`config.mk`:
```
export PLATFORM = sky130hd
export DESIGN_NAME = uds_diagnostic_responder_flat
export DESIGN_NICKNAME = d
export VERILOG_FILES = /design/src/sv/uds_pkg.sv /design/src/sv/uds_if.sv /design/src/sv/uds_front.sv /design/src/sv/uds_job_queue.sv /design/src/sv/uds_back.sv /design/src/sv/uds_diagnostic_responder.sv /design/src/flat_wrapper.sv
export VERILOG_INCLUDE_DIRS = /design/src /design/src/sv
export SDC_FILE = /design/constraint.sdc
export NUM_CORES = 1
export LEC_CHECK = 0
export BUFFER_PORTS_ARGS = -buffer_cell sky130_fd_sc_hd__buf_2
export CAP_MARGIN = 0
export CORE_MARGIN = 3
export CORE_UTILIZATION = 28
export CTS_CLUSTER_SIZE = 25
export DETAILED_ROUTE_END_ITERATION = 10
export PLACE_DENSITY_LB_ADDON = 0.15
export SYNTH_ARGS = -nofsm -noshare
export SYNTH_HDL_FRONTEND = slang
export SYNTH_HIERARCHICAL = 1
export SYNTH_SLANG_ARGS = --single-unit
```
`constraint.sdc`:
```
create_clock -name clock -period 5.65 [get_ports clock]
set_clock_uncertainty 0.2 [all_clocks]
set_input_delay 0.2825 -clock clock [delete_from_list [all_inputs] [get_ports clock]]
set_output_delay 0.2825 -clock clock [all_outputs]
set_load 0.02 [all_outputs]
```
`src/sv/uds_diagnostic_responder_defines.svh`:
```
// assertion macros shared by the responder modules
`ifndef UDS_DIAGNOSTIC_RESPONDER_DEFINES_SVH
`define UDS_DIAGNOSTIC_RESPONDER_DEFINES_SVH

`ifndef SYNTHESIS

// same-cycle implication
`define UDS_ASSERT_IMPLY(label, clk, rst, ante, cons) \
   label: assert property (@(posedge clk) disable iff (rst) (ante) |-> (cons)) \
      else $error("uds assertion failed");

// next-cycle implication
`define UDS_ASSERT_NEXT(label, clk, rst, ante, cons) \
   label: assert property (@(posedge clk) disable iff (rst) (ante) |=> (cons)) \
      else $error("uds assertion failed");

`else

`define UDS_ASSERT_IMPLY(label, clk, rst, ante, cons)
`define UDS_ASSERT_NEXT(label, clk, rst, ante, cons)

`endif

`endif

```
`src/sv/uds_pkg.sv`:
```
// types and constants of the diagnostic responder
package uds_pkg;

   // service identifiers
   localparam logic [7:0] SidSession  = 8'h10;
   localparam logic [7:0] SidEcuReset = 8'h11;
   localparam logic [7:0] SidReadDid  = 8'h22;
   localparam logic [7:0] SidSecurity = 8'h27;
   localparam logic [7:0] SidTester   = 8'h3E;

   // positive response identifiers
   localparam logic [7:0] RspSession  = 8'h50;
   localparam logic [7:0] RspEcuReset = 8'h51;
   localparam logic [7:0] RspReadDid  = 8'h62;
   localparam logic [7:0] RspSecurity = 8'h67;
   localparam logic [7:0] RspTester   = 8'h7E;
   localparam logic [7:0] RspNegative = 8'h7F;

   // negative response codes
   localparam logic [7:0] NrcNotSupported = 8'h11;
   localparam logic [7:0] NrcSubFunction  = 8'h12;
   localparam logic [7:0] NrcLength       = 8'h13;
   localparam logic [7:0] NrcConditions   = 8'h22;
   localparam logic [7:0] NrcRange        = 8'h31;
   localparam logic [7:0] NrcInvalidKey   = 8'h35;

   // subfunctions
   localparam logic [7:0] SubDefaultSession  = 8'h01;
   localparam logic [7:0] SubExtendedSession = 8'h03;
   localparam logic [7:0] SubHardReset       = 8'h01;
   localparam logic [7:0] SubRequestSeed     = 8'h01;
   localparam logic [7:0] SubSendKey         = 8'h02;
   localparam logic [7:0] SubTesterZero      = 8'h00;

   // data identifiers
   localparam logic [15:0] DidVin  = 16'hF190;
   localparam logic [15:0] DidRpm  = 16'h0202;
   localparam logic [15:0] DidRoad = 16'h0203;

   // session timing bytes (p2 and p2 star)
   localparam logic [7:0] P2High     = 8'h00;
   localparam logic [7:0] P2Low      = 8'h32;
   localparam logic [7:0] P2StarHigh = 8'h01;
   localparam logic [7:0] P2StarLow  = 8'hF4;

   localparam logic [31:0] KeyMask  = 32'hDEADBEEF;
   localparam logic [28:0] StdIdMax = 29'h7FF;

   // configuration register indexes
   localparam int CsrIndexW = 3;
   localparam logic [CsrIndexW-1:0] CsrVinFirst  = 3'd0;
   localparam logic [CsrIndexW-1:0] CsrVinMiddle = 3'd1;
   localparam logic [CsrIndexW-1:0] CsrVinFinal  = 3'd2;
   localparam logic [CsrIndexW-1:0] CsrIdStd     = 3'd3;
   localparam logic [CsrIndexW-1:0] CsrIdExt     = 3'd4;

   // reply geometry
   localparam int ShortBytes  = 6;
   localparam int VinChars    = 17;
   localparam int VinHeader   = 3;
   localparam int CountW      = 5;
   localparam int ByteSelW    = $clog2(ShortBytes);
   localparam int VinSelW     = $clog2(VinChars);

   // job queue
   localparam int QueueDepth = 2;
   localparam int QueuePtrW  = $clog2(QueueDepth);
   localparam int QueueCntW  = $clog2(QueueDepth + 1);

   // one reply to produce
   typedef struct packed {
      logic [CountW-1:0]              count;
      logic [0:ShortBytes-1][7:0]     bytes;
      logic                           is_vin;
      logic                           is_ext;
   } job_type;

   // configuration seen by the back end
   typedef struct packed {
      logic [63:0] vin_bytes_first;
      logic [63:0] vin_bytes_middle;
      logic [7:0]  vin_byte_final;
      logic [10:0] reply_id_standard;
      logic [28:0] reply_id_extended;
   } cfg_type;

   // queue status toward front and back
   typedef struct packed {
      logic full;
      logic empty;
   } queue_status_type;

endpackage

```
`src/sv/uds_if.sv`:
```
// request and response channel interfaces
interface uds_req_if;
   logic        valid;
   logic        ready;
   logic [28:0] request_can_id;
   logic [11:0] request_length;
   logic [7:0]  request_byte_0;
   logic [7:0]  request_byte_1;
   logic [7:0]  request_byte_2;
   logic [7:0]  request_byte_3;
   logic [7:0]  request_byte_4;
   logic [7:0]  request_byte_5;
   logic [31:0] random_seed;
   logic [13:0] engine_speed;
   logic [7:0]  road_speed;

   modport source (
      output valid, request_can_id, request_length, request_byte_0, request_byte_1,
         request_byte_2, request_byte_3, request_byte_4, request_byte_5, random_seed,
         engine_speed, road_speed,
      input  ready
   );
   modport sink (
      input  valid, request_can_id, request_length, request_byte_0, request_byte_1,
         request_byte_2, request_byte_3, request_byte_4, request_byte_5, random_seed,
         engine_speed, road_speed,
      output ready
   );
endinterface

interface uds_rsp_if;
   logic        valid;
   logic        ready;
   logic [7:0]  response_byte;
   logic        response_last;
   logic [28:0] reply_id;
   logic        reply_is_extended;

   modport source (
      output valid, response_byte, response_last, reply_id, reply_is_extended,
      input  ready
   );
   modport sink (
      input  valid, response_byte, response_last, reply_id, reply_is_extended,
      output ready
   );
endinterface

```
`src/sv/uds_front.sv`:
```
// front end: accepts requests, updates session and security state, queues replies
module uds_front import uds_pkg::*; (
   input  logic             clock,
   input  logic             reset,
   uds_req_if.sink          req_chan,
   input  queue_status_type q_status,
   output logic             push,
   output job_type          job
);

   logic        session_ff, session_in;
   logic        unlocked_ff, unlocked_in;
   logic [31:0] seed_ff, seed_in;
   logic        accept;
   logic [11:0] len;
   logic [7:0]  b0, b1, b2;
   logic [15:0] did;
   logic [31:0] key;
   logic [15:0] rpm_x4;

   function automatic job_type neg_job(input logic [7:0] svc, input logic [7:0] code);
      job_type j;
      j        = '0;
      j.count  = CountW'(3);
      j.bytes  = {RspNegative, svc, code, 8'h00, 8'h00, 8'h00};
      return j;
   endfunction

   assign req_chan.ready = !q_status.full;
   assign accept = req_chan.valid && req_chan.ready;
   assign len    = req_chan.request_length;
   assign b0     = req_chan.request_byte_0;
   assign b1     = req_chan.request_byte_1;
   assign b2     = req_chan.request_byte_2;
   assign did    = {b1, b2};
   assign key    = {req_chan.request_byte_2, req_chan.request_byte_3,
                    req_chan.request_byte_4, req_chan.request_byte_5};
   assign rpm_x4 = {req_chan.engine_speed, 2'b00};
   assign push   = accept && (len != 12'd0);

   always_comb begin
      job         = '0;
      session_in  = session_ff;
      unlocked_in = unlocked_ff;
      seed_in     = seed_ff;
      unique case (b0)
         SidSession: begin
            if (len != 12'd2) begin
               job = neg_job(SidSession, NrcLength);
            end else if (b1 == SubDefaultSession || b1 == SubExtendedSession) begin
               session_in  = (b1 == SubExtendedSession);
               unlocked_in = 1'b0;
               job.count   = CountW'(6);
               job.bytes   = {RspSession, b1, P2High, P2Low, P2StarHigh, P2StarLow};
            end else begin
               job = neg_job(SidSession, NrcSubFunction);
            end
         end
         SidEcuReset: begin
            if (len != 12'd2) begin
               job = neg_job(SidEcuReset, NrcLength);
            end else if (b1 == SubHardReset) begin
               session_in  = 1'b0;
               unlocked_in = 1'b0;
               job.count   = CountW'(2);
               job.bytes   = {RspEcuReset, SubHardReset, 8'h00, 8'h00, 8'h00, 8'h00};
            end else begin
               job = neg_job(SidEcuReset, NrcSubFunction);
            end
         end
         SidReadDid: begin
            if (len != 12'd3) begin
               job = neg_job(SidReadDid, NrcLength);
            end else if (did == DidVin) begin
               job.count  = CountW'(VinHeader + VinChars);
               job.bytes  = {RspReadDid, b1, b2, 8'h00, 8'h00, 8'h00};
               job.is_vin = 1'b1;
            end else if (did == DidRpm) begin
               if (!session_ff) begin
                  job = neg_job(SidReadDid, NrcConditions);
               end else begin
                  job.count = CountW'(5);
                  job.bytes = {RspReadDid, b1, b2, rpm_x4[15:8], rpm_x4[7:0], 8'h00};
               end
            end else if (did == DidRoad) begin
               job.count = CountW'(4);
               job.bytes = {RspReadDid, b1, b2, req_chan.road_speed, 8'h00, 8'h00};
            end else begin
               job = neg_job(SidReadDid, NrcRange);
            end
         end
         SidSecurity: begin
            if (len != 12'd2 && len != 12'd6) begin
               job = neg_job(SidSecurity, NrcLength);
            end else if (b1 == SubRequestSeed) begin
               if (len != 12'd2) begin
                  job = neg_job(SidSecurity, NrcLength);
               end else if (!session_ff) begin
                  job = neg_job(SidSecurity, NrcConditions);
               end else begin
                  seed_in   = req_chan.random_seed;
                  job.count = CountW'(6);
                  job.bytes = {RspSecurity, SubRequestSeed, req_chan.random_seed};
               end
            end else if (b1 == SubSendKey) begin
               if (len != 12'd6) begin
                  job = neg_job(SidSecurity, NrcLength);
               end else if (seed_ff == 32'd0) begin
                  job = neg_job(SidSecurity, NrcRange);
               end else if (key == (seed_ff ^ KeyMask)) begin
                  unlocked_in = 1'b1;
                  seed_in     = 32'd0;
                  job.count   = CountW'(2);
                  job.bytes   = {RspSecurity, SubSendKey, 8'h00, 8'h00, 8'h00, 8'h00};
               end else begin
                  unlocked_in = 1'b0;
                  job = neg_job(SidSecurity, NrcInvalidKey);
               end
            end else begin
               job = neg_job(SidSecurity, NrcSubFunction);
            end
         end
         SidTester: begin
            if (len != 12'd2) begin
               job = neg_job(SidTester, NrcLength);
            end else if (b1 == SubTesterZero) begin
               job.count = CountW'(2);
               job.bytes = {RspTester, SubTesterZero, 8'h00, 8'h00, 8'h00, 8'h00};
            end else begin
               job = neg_job(SidTester, NrcSubFunction);
            end
         end
         default: begin
            job = neg_job(b0, NrcNotSupported);
         end
      endcase
      job.is_ext = (req_chan.request_can_id > StdIdMax);
   end

   always_ff @(posedge clock) begin
      if (reset) begin
         session_ff  <= 1'b0;
         unlocked_ff <= 1'b0;
         seed_ff     <= 32'd0;
      end else if (push) begin
         session_ff  <= session_in;
         unlocked_ff <= unlocked_in;
         seed_ff     <= seed_in;
      end
   end

endmodule

```
`src/sv/uds_job_queue.sv`:
```
// short queue of reply jobs between front and back end
`include "uds_diagnostic_responder_defines.svh"
module uds_job_queue import uds_pkg::*; (
   input  logic             clock,
   input  logic             reset,
   input  logic             push,
   input  job_type          push_job,
   input  logic             pop,
   output job_type          head,
   output queue_status_type status
);

   job_type                entry_ff [QueueDepth];
   logic [QueuePtrW-1:0]   wr_ptr_ff, wr_ptr_in;
   logic [QueuePtrW-1:0]   rd_ptr_ff, rd_ptr_in;
   logic [QueueCntW-1:0]   count_ff, count_in;

   assign status.full  = (count_ff == QueueCntW'(QueueDepth));
   assign status.empty = (count_ff == '0);
   assign head         = entry_ff[rd_ptr_ff];

   always_comb begin
      wr_ptr_in = wr_ptr_ff;
      rd_ptr_in = rd_ptr_ff;
      count_in  = count_ff;
      if (push) begin
         wr_ptr_in = (wr_ptr_ff == QueuePtrW'(QueueDepth - 1)) ? '0 : wr_ptr_ff + 1'b1;
      end
      if (pop) begin
         rd_ptr_in = (rd_ptr_ff == QueuePtrW'(QueueDepth - 1)) ? '0 : rd_ptr_ff + 1'b1;
      end
      if (push && !pop) begin
         count_in = count_ff + 1'b1;
      end else if (pop && !push) begin
         count_in = count_ff - 1'b1;
      end
   end

   always_ff @(posedge clock) begin
      if (reset) begin
         wr_ptr_ff <= '0;
         rd_ptr_ff <= '0;
         count_ff  <= '0;
      end else begin
         wr_ptr_ff <= wr_ptr_in;
         rd_ptr_ff <= rd_ptr_in;
         count_ff  <= count_in;
      end
   end

   always_ff @(posedge clock) begin
      if (push) begin
         entry_ff[wr_ptr_ff] <= push_job;
      end
   end

   `UDS_ASSERT_IMPLY(a_no_overflow, clock, reset, push, !status.full)
   `UDS_ASSERT_IMPLY(a_no_underflow, clock, reset, pop, !status.empty)

endmodule

```
`src/sv/uds_back.sv`:
```
// back end: streams each queued reply out one byte per cycle while the sink holds ready high
`include "uds_diagnostic_responder_defines.svh"
module uds_back import uds_pkg::*; (
   input  logic             clock,
   input  logic             reset,
   input  cfg_type          cfg,
   input  job_type          head,
   input  queue_status_type q_status,
   output logic             pop,
   uds_rsp_if.source        rsp_chan
);

   logic [CountW-1:0]            idx_ff, idx_in;
   logic                         valid_ff, valid_in;
   logic [7:0]                   byte_ff, byte_in;
   logic                         last_ff, last_in;
   logic [28:0]                  id_ff, id_in;
   logic                         ext_ff, ext_in;
   logic                         load;
   logic                         head_valid;
   logic                         is_last;
   logic [VinChars-1:0][7:0]     vin_chars;
   logic [CountW-1:0]            vin_off;
   logic [VinSelW-1:0]           vin_sel;
   logic [ByteSelW-1:0]          byte_sel;

   // vin characters, first character at index zero
   always_comb begin
      for (int i = 0; i < 8; i++) begin
         vin_chars[i]     = cfg.vin_bytes_first[63 - 8 * i -: 8];
         vin_chars[i + 8] = cfg.vin_bytes_middle[63 - 8 * i -: 8];
      end
      vin_chars[VinChars - 1] = cfg.vin_byte_final;
   end

   assign head_valid = !q_status.empty;
   assign load       = !valid_ff || rsp_chan.ready;
   assign is_last    = (idx_ff == head.count - 1'b1);
   assign pop        = load && head_valid && is_last;
   assign vin_off    = idx_ff - CountW'(VinHeader);
   assign vin_sel    = vin_off[VinSelW-1:0];
   assign byte_sel   = idx_ff[ByteSelW-1:0];

   always_comb begin
      idx_in   = idx_ff;
      valid_in = valid_ff;
      byte_in  = byte_ff;
      last_in  = last_ff;
      id_in    = id_ff;
      ext_in   = ext_ff;
      if (load) begin
         valid_in = head_valid;
         if (head_valid) begin
            idx_in  = is_last ? '0 : idx_ff + 1'b1;
            last_in = is_last;
            ext_in  = head.is_ext;
            id_in   = head.is_ext ? cfg.reply_id_extended : 29'(cfg.reply_id_standard);
            if (head.is_vin && idx_ff >= CountW'(VinHeader)) begin
               byte_in = vin_chars[vin_sel];
            end else begin
               byte_in = head.bytes[byte_sel];
            end
         end
      end
   end

   always_ff @(posedge clock) begin
      if (reset) begin
         idx_ff   <= '0;
         valid_ff <= 1'b0;
      end else begin
         idx_ff   <= idx_in;
         valid_ff <= valid_in;
      end
   end

   always_ff @(posedge clock) begin
      byte_ff <= byte_in;
      last_ff <= last_in;
      id_ff   <= id_in;
      ext_ff  <= ext_in;
   end

   assign rsp_chan.valid             = valid_ff;
   assign rsp_chan.response_byte     = byte_ff;
   assign rsp_chan.response_last     = last_ff;
   assign rsp_chan.reply_id          = id_ff;
   assign rsp_chan.reply_is_extended = ext_ff;

   `UDS_ASSERT_IMPLY(a_idx_in_range, clock, reset, head_valid, idx_ff < head.count)
   `UDS_ASSERT_NEXT(a_idx_restart, clock, reset, pop, idx_ff == '0)
   `UDS_ASSERT_NEXT(a_last_on_pop, clock, reset, pop, valid_ff && last_ff)

endmodule

```
`src/sv/uds_diagnostic_responder.sv`:
```
// top level of the diagnostic responder: config registers, front end, queue, back end
//
//   channel   direction  handshake            payload
//   req_chan  in         valid / ready        request id, length, bytes 0..5, seed, speeds
//   rsp_chan  out        valid / ready        reply byte, last flag, reply id, extended flag
//   csr_*     in         write enable only    3-bit index, 64-bit write data
//
// a request is classified and its state effects applied in the cycle it is accepted
// a reply of n bytes (2 to 20) leaves the back end one byte per cycle while the sink holds ready high
// the two-entry job queue lets the front take a new request every cycle while it has room
// the output register keeps streaming while the sink holds ready high; a stall only
// fills the queue and then drops req ready
// synchronous reset clears session, security, seed, queue and config registers
module uds_diagnostic_responder import uds_pkg::*; (
   input  logic                 clock,
   input  logic                 reset,
   uds_req_if.sink              req_chan,
   uds_rsp_if.source            rsp_chan,
   input  logic                 csr_write_enable,
   input  logic [CsrIndexW-1:0] csr_index,
   input  logic [63:0]          csr_write_data
);

   // configuration registers
   cfg_type          cfg_ff;
   cfg_type          cfg_in;

   // front to queue
   logic             push;
   job_type          push_job;

   // queue to back
   logic             pop;
   job_type          head;
   queue_status_type q_status;

   // csr write decode, indexes beyond the list are ignored
   always_comb begin
      cfg_in = cfg_ff;
      if (csr_write_enable) begin
         unique case (csr_index)
            CsrVinFirst:  cfg_in.vin_bytes_first   = csr_write_data;
            CsrVinMiddle: cfg_in.vin_bytes_middle  = csr_write_data;
            CsrVinFinal:  cfg_in.vin_byte_final    = csr_write_data[7:0];
            CsrIdStd:     cfg_in.reply_id_standard = csr_write_data[10:0];
            CsrIdExt:     cfg_in.reply_id_extended = csr_write_data[28:0];
            default:      cfg_in = cfg_ff;
         endcase
      end
   end

   always_ff @(posedge clock) begin
      if (reset) begin
         cfg_ff <= '0;
      end else begin
         cfg_ff <= cfg_in;
      end
   end

   // classify the request and apply its state effects
   uds_front u_front (
      .clock    (clock),
      .reset    (reset),
      .req_chan (req_chan),
      .q_status (q_status),
      .push     (push),
      .job      (push_job)
   );

   // decouples acceptance from byte streaming
   uds_job_queue u_queue (
      .clock    (clock),
      .reset    (reset),
      .push     (push),
      .push_job (push_job),
      .pop      (pop),
      .head     (head),
      .status   (q_status)
   );

   // serialize the reply bytes
   uds_back u_back (
      .clock    (clock),
      .reset    (reset),
      .cfg      (cfg_ff),
      .head     (head),
      .q_status (q_status),
      .pop      (pop),
      .rsp_chan (rsp_chan)
   );

endmodule
```
`src/flat_wrapper.sv`:
```
// flat-port wrapper written by rule: the top's interface ports become plain ports
module uds_diagnostic_responder_flat import uds_pkg::*;
  (clock, reset, csr_write_enable, csr_index, csr_write_data, req_chan_valid, req_chan_request_can_id, req_chan_request_length, req_chan_request_byte_0, req_chan_request_byte_1, req_chan_request_byte_2, req_chan_request_byte_3, req_chan_request_byte_4, req_chan_request_byte_5, req_chan_random_seed, req_chan_engine_speed, req_chan_road_speed, req_chan_ready, rsp_chan_valid, rsp_chan_response_byte, rsp_chan_response_last, rsp_chan_reply_id, rsp_chan_reply_is_extended, rsp_chan_ready);
  uds_req_if req_chan_i ();
  uds_rsp_if rsp_chan_i ();
  input  logic clock;
  input  logic reset;
  input  logic csr_write_enable;
  input  logic [CsrIndexW-1:0] csr_index;
  input  logic [63:0] csr_write_data;
  input wire logic [$bits(req_chan_i.valid)-1:0] req_chan_valid;
  input wire logic [$bits(req_chan_i.request_can_id)-1:0] req_chan_request_can_id;
  input wire logic [$bits(req_chan_i.request_length)-1:0] req_chan_request_length;
  input wire logic [$bits(req_chan_i.request_byte_0)-1:0] req_chan_request_byte_0;
  input wire logic [$bits(req_chan_i.request_byte_1)-1:0] req_chan_request_byte_1;
  input wire logic [$bits(req_chan_i.request_byte_2)-1:0] req_chan_request_byte_2;
  input wire logic [$bits(req_chan_i.request_byte_3)-1:0] req_chan_request_byte_3;
  input wire logic [$bits(req_chan_i.request_byte_4)-1:0] req_chan_request_byte_4;
  input wire logic [$bits(req_chan_i.request_byte_5)-1:0] req_chan_request_byte_5;
  input wire logic [$bits(req_chan_i.random_seed)-1:0] req_chan_random_seed;
  input wire logic [$bits(req_chan_i.engine_speed)-1:0] req_chan_engine_speed;
  input wire logic [$bits(req_chan_i.road_speed)-1:0] req_chan_road_speed;
  output wire logic [$bits(req_chan_i.ready)-1:0] req_chan_ready;
  output wire logic [$bits(rsp_chan_i.valid)-1:0] rsp_chan_valid;
  output wire logic [$bits(rsp_chan_i.response_byte)-1:0] rsp_chan_response_byte;
  output wire logic [$bits(rsp_chan_i.response_last)-1:0] rsp_chan_response_last;
  output wire logic [$bits(rsp_chan_i.reply_id)-1:0] rsp_chan_reply_id;
  output wire logic [$bits(rsp_chan_i.reply_is_extended)-1:0] rsp_chan_reply_is_extended;
  input wire logic [$bits(rsp_chan_i.ready)-1:0] rsp_chan_ready;
  assign req_chan_i.valid = req_chan_valid;
  assign req_chan_i.request_can_id = req_chan_request_can_id;
  assign req_chan_i.request_length = req_chan_request_length;
  assign req_chan_i.request_byte_0 = req_chan_request_byte_0;
  assign req_chan_i.request_byte_1 = req_chan_request_byte_1;
  assign req_chan_i.request_byte_2 = req_chan_request_byte_2;
  assign req_chan_i.request_byte_3 = req_chan_request_byte_3;
  assign req_chan_i.request_byte_4 = req_chan_request_byte_4;
  assign req_chan_i.request_byte_5 = req_chan_request_byte_5;
  assign req_chan_i.random_seed = req_chan_random_seed;
  assign req_chan_i.engine_speed = req_chan_engine_speed;
  assign req_chan_i.road_speed = req_chan_road_speed;
  assign req_chan_ready = req_chan_i.ready;
  assign rsp_chan_valid = rsp_chan_i.valid;
  assign rsp_chan_response_byte = rsp_chan_i.response_byte;
  assign rsp_chan_response_last = rsp_chan_i.response_last;
  assign rsp_chan_reply_id = rsp_chan_i.reply_id;
  assign rsp_chan_reply_is_extended = rsp_chan_i.reply_is_extended;
  assign rsp_chan_i.ready = rsp_chan_ready;
  uds_diagnostic_responder u_core (.clock(clock), .reset(reset), .req_chan(req_chan_i), .rsp_chan(rsp_chan_i), .csr_write_enable(csr_write_enable), .csr_index(csr_index), .csr_write_data(csr_write_data));
endmodule
```
## Word level (Yosys, flattened, before mapping)

Memories as Yosys holds them, arrays and structs flattened. A register that Yosys moved wholly into a read port is not among the register bits.
Cells that the tools add are included.

| operators by class | value |
|---|---|
| add/sub/neg operators | 7 |
| multiply operators | 0 |
| div/mod/pow operators | 0 |
| magnitude comparators | 4 |
| equal/unequal tests | 29 |
| shift-type cells | 0 |
| mux-type cells | 49 |
| bitwise logic cells | 4 |
| reduce and logical (&&, ||, !) cells | 32 |

Operators with widths:

| cell | count |
|---|---|
| two-way mux 51 bit | 8 |
| two-way mux 55 bit | 5 |
| one-hot mux 55 bit (5 select lines) | 1 |
| two-way mux 32 bit | 7 |
| two-way mux 49 bit | 3 |
| two-way mux 53 bit | 2 |
| two-way mux 54 bit | 1 |
| binary-select mux 8 bit (select 5 bit) | 1 |
| == test 16 x 10 -> 1 bit (second input constant) | 2 |
| == test 32 bit | 1 |
| zero test 32 bit | 1 |
| two-way mux 8 bit | 4 |
| > comparator 29 x 11 -> 1 bit (second input constant) | 1 |
| binary-select mux 8 bit (select 3 bit) | 1 |
| == test 8 x 6 -> 1 bit (second input constant) | 3 |
| inequality test 12 x 2 -> 1 bit (second input constant) | 2 |
| NOT 24 bit | 1 |
| == test 16 bit (second input constant) | 1 |
| == test 8 x 2 -> 1 bit (second input constant) | 2 |
| == test 8 x 5 -> 1 bit (second input constant) | 2 |
| inequality test 2 bit (second input constant) | 8 |
| inequality test 12 x 3 -> 1 bit (second input constant) | 1 |
| AND reduction 2 bit | 6 |
| nonzero test 12 bit | 1 |
| other kinds (31) | 60 |

| storage, ports and cells | value |
|---|---|
| register bits | 258 |
| latch bits | 0 |
| memory bits (writable) | 110 |
| ROM bits | 0 |
| input bits | 215 |
| output and inout port bits | 41 |
| memories kept | 1 |

Memory list:

| memory | depth | bits a word | read ports | clocked after Yosys merged registers in | wr ports | line | source |
|---|---|---|---|---|---|---|---|
| u_core.u_queue.entry_ff | 2 | 55 | 1 | 1 | 1 | uds_job_queue.sv:13 | `job_type entry_ff [QueueDepth];` |

## Depth between registers and ports, before layout

| logic depth | value |
|---|---|
| depth in word-level cells | 9 |
| gate-level depth with buffers | 13 |

## Cells and area by module

Netlist, hierarchy kept.

Modules (own cells, without submodules):

| module | times used | cells an instance | area an instance (µm²) | sequential area each (µm²) |
|---|---|---|---|---|
| uds_diagnostic_responder | 1 | 644 | 7,095.6 | 3,523.4 |
| uds_job_queue | 1 | 193 | 4,194.0 | 3,403.3 |
| uds_back | 1 | 267 | 3,579.7 | 1,291.2 |
| uds_front | 1 | 337 | 2,800.2 | 660.6 |

## Worst setup path before layout

Ideal clock, no wire load.

| timing | value |
|---|---|
| path type | register to register |
| start | register u_core.u_queue.count_ff[0] |
| end | memory u_core/u_queue/entry_ff[0][0] (netlist name), enable pin |
| arrival | 3.599 ns |
| data required time | 4.975 ns |
| slack | 1.376 ns |
| stages on the path, launching flop included | 6 |
| path buffers | 0 |
| period minus slack after synthesis | 4.274 ns |
| path through | dfxtp_1 > and2b_2 > inv_1 > nand2_1 > nor2b_1 > nor2b_1 |

RTL lines:

| element | line | source |
|---|---|---|
| start, declared | uds_job_queue.sv:16 | `logic [QueueCntW-1:0] count_ff, count_in;` |
| start signal, assigned | uds_job_queue.sv:47 | `count_ff <= count_in;` |
| end, declared | uds_job_queue.sv:13 |  |

==> out/results.ini <==
[run_status]
outcome = finished clean

[synth]
synth.top_cells.by_count = nand2b_1 (247), dfxtp_1 (220), mux2i_1 (176)
synth_edf_count = 149
ys_seq_area_frac = 0.502
synth_top_area_share = 0.253
yosysMostFrequentCell = nand2b_1
post-synth-top-area-cell = edfxtp_1
synth_area_leaders = edfxtp_1 (25%), dfxtp_1 (25%), mux2i_1 (10%)
syn_inst = 1441
ys_async_sr_fraction = 0
ys_warn_count = 6
yosys.cell_types.count = 84
ys_seq_elements = 369
synth_flop_cell = dfxtp_1
syn_area_per_cell_um2 = 12.3
synth.cell_area_um2 = 17700

[timing]
drv_slew = 0
min_period_ps = 3920
period_share = 0.694
setup_tns_ps = 0
slew-limit-headroom = 0.152
hold_violations = 0
max_freq_mhz = 255
finalSetupViolCount = 0
rsz0062_at_grt = false
worst_slew_pin_slew_ps = 1270

[worst_setup_path]
cp.arrival_ps = 4200
cp_max_fo = 28
r2r_slack_ps = 1730
reg2reg_depth = 10
endpoint_kind = flop
critPathKind = flop to flop
cp-start-kind = flop
cp.required_ps = 5930
r2r-end = u_core/u_queue/count_ff[1]

[layout]
layout-drive-gt1-share = 0.264
antennaDiodeCount = 0
syn_to_final_growth_pct = 26.5
finalInstanceArea_um2 = 22400
final_util = 0.360
nets = 2001

[global_route]
antenna_found_initial = 0
grt_pass1_wl_um = 76800
globalRouteOverflowTotal = 0
grt_max_degree = 251
track_usage = 0.149
grt_pass1_vias = 12900

[detailed_routing]
postRouteAntennaNets = 0
wirelength_um = 50300
wire_per_inst_um = 19.0
firstDrtPassIters = 5
drc = 0
num_vias = 12500
via_per_inst = 4.70
drtIter0Drc = 716

[clocking]
postCtsSetupBuffers = 0
cts_buffer_depth = 3
hold_buffers = 131
htreeDepth = 2
cts_sinks = 369
clockRootBuffer = clkbuf_16
clk_latency_ps = 580
cts_buffers = 45
cts.clk_slew.worst_paths_ps = 60
cts_tree = yes
cts.repair.resized = 0

[die]
ioPinCount = 256
die_x_um = 257
start_util = 0.285
dieArea_um2 = 66200
dieHeight_um = 257
core_area_um2 = 62100
rows = 91

[worst_hold_path]
worstHoldEndpoint = u_core/cfg_ff[44]
hold_start = csr_write_data[4]
hold_depth = 3
hold_path_class = input port to flop

[placement]
post-dp-hpwl_um = 34700
dpl_cell_area_um2 = 19600
globalplace.congestion = 0.810
io_buffers = 244

[pwr]
clkPwrFrac = 0.413
p_switching_w = 0.00184
p_comb_frac = 0.148
intPower_w = 0.00512
switching_share = 0.265
ir_drop_mv = 0.196
seqPwrFrac = 0.439
power_density_nw_per_um2 = 311
p_leak_nw = 8.77

[flow_run]
max_cap_violations = 0

-- worst max-delay path, stage by stage, from the launching register on --
cell	delay, ps
dfxtp_2	790
mux2_2	440
inv_1	70
ha_1	170
nor3b_1	250
xnor2_1	260
nor4_1	700
inv_1	120
ha_1	340
or3_1	350
a21oi_1	130
-- power groups by stage --
stage	Sequential (W)	Clock, W	Combinational, W
2_1_floorplan	0.00315	0	0.000567
3_3_place_gp	0.00311	0	0.000975
3_5_place_dp	0.00311	0	0.000983
4_1_cts	0.00306	0.00298	0.00105
5_1_grt	0.00308	0.00309	0.00111
6_report	0.00305	0.00287	0.00103
-- sequential cells by signal (all words and copies together) (netlist names), 2 cells and up, named ones only --
name	count
u_core/u_queue/entry_ff	110
u_core/u_back/rsp_chan.reply_id	29
u_core/u_back/idx_ff	5
u_core/cfg_ff	176
u_core/u_front/seed_ff	32
u_core/u_back/rsp_chan.response_byte	8
u_core/u_queue/count_ff	2
-- worst max path at each step --
stage                               startpoint                       endpoint  slack [ps]
finish                                    flop     u_core/u_queue/count_ff[1]        1730
CTS                                       flop     u_core/u_queue/count_ff[1]        1710
global placement                          flop     u_core/u_queue/count_ff[1]        1730
detailed placement                        flop     u_core/u_queue/count_ff[1]        1730
global route                              flop     u_core/u_queue/count_ff[1]        1480
floorplan           u_core/u_queue/count_ff[0]  u_core/u_queue/entry_ff[0][0]        1380
-- through the flow --
stage	worst slack, ps	total power [W]	instances	hold WS, ps
2_1_floorplan	1380	0.00372	1442	152
3_3_place_gp	1730	0.00409	2442	256
3_5_place_dp	1730	0.00410	2442	261
4_1_cts	1710	0.00709	2656	2.33
5_1_grt	1480	0.00727	2656	44.5
6_report	1730	0.00696	2656	12.4
-- kinds of logic after synthesis --
group | after synthesis | synth area share
AND/OR/NAND/NOR | 471 | 0.170
flip-flops | 369 | 0.502
multiplexers | 291 | 0.198
AO/OA/AOI/OAI | 141 | 0.0638
buffers and inverters | 117 | 0.0377
XOR/XNOR | 47 | 0.0245
adder cells (fa/ha/maj) | 3 | 0.00212
other | 2 | 0.000425
-- metal layers --
metal	vias to the layer above	part of all wire	global-route usage
met5	-	0	0
met4	0	0.025	0.0413
met1	6044	0.46	0.199
met3	90	0.041	0.0241
met2	327	0.48	0.250
li1	6022	-	-
-- cells in the final DEF, fill, tap and decap left out, types with 7 or more instances in the layout --
cell type	n
and3_1	8
mux2i_1	176
dlygate4sd3_1	131
a22o_1	37
a21o_1	7
nand2b_1	247
clkinv_2	8
clkbuf_16	46
or4_1	7
a21oi_1	16
nand4_1	9
nor2b_1	22
xnor2_1	32
a311oi_1	8
and2_1	22
edfxtp_1	149
xor2_1	12
buf_4	15
dfxtp_1	218
mux2_2	74
nand3_1	9
mux4_2	40
clkbuf_8	8
nor2_1	15
clkbuf_1	11
nor4_1	35
a221oi_1	11
inv_1	18
a2111oi_0	14
nand2_1	28
buf_2	243
nor3_1	18
o21ai_0	11
-- cell type report --
type	instances	area, um^2
Fill cell	6088	39700
Sequential cell	369	8880
Tap cell	837	1050
Multi-Input combinational cell	956	8200
Timing Repair Buffer	391	2670
Clock buffer	65	1300
Clock inverter	18	175
Inverter	20	75.1
Note: power is estimated with default switching activity, not from simulation.
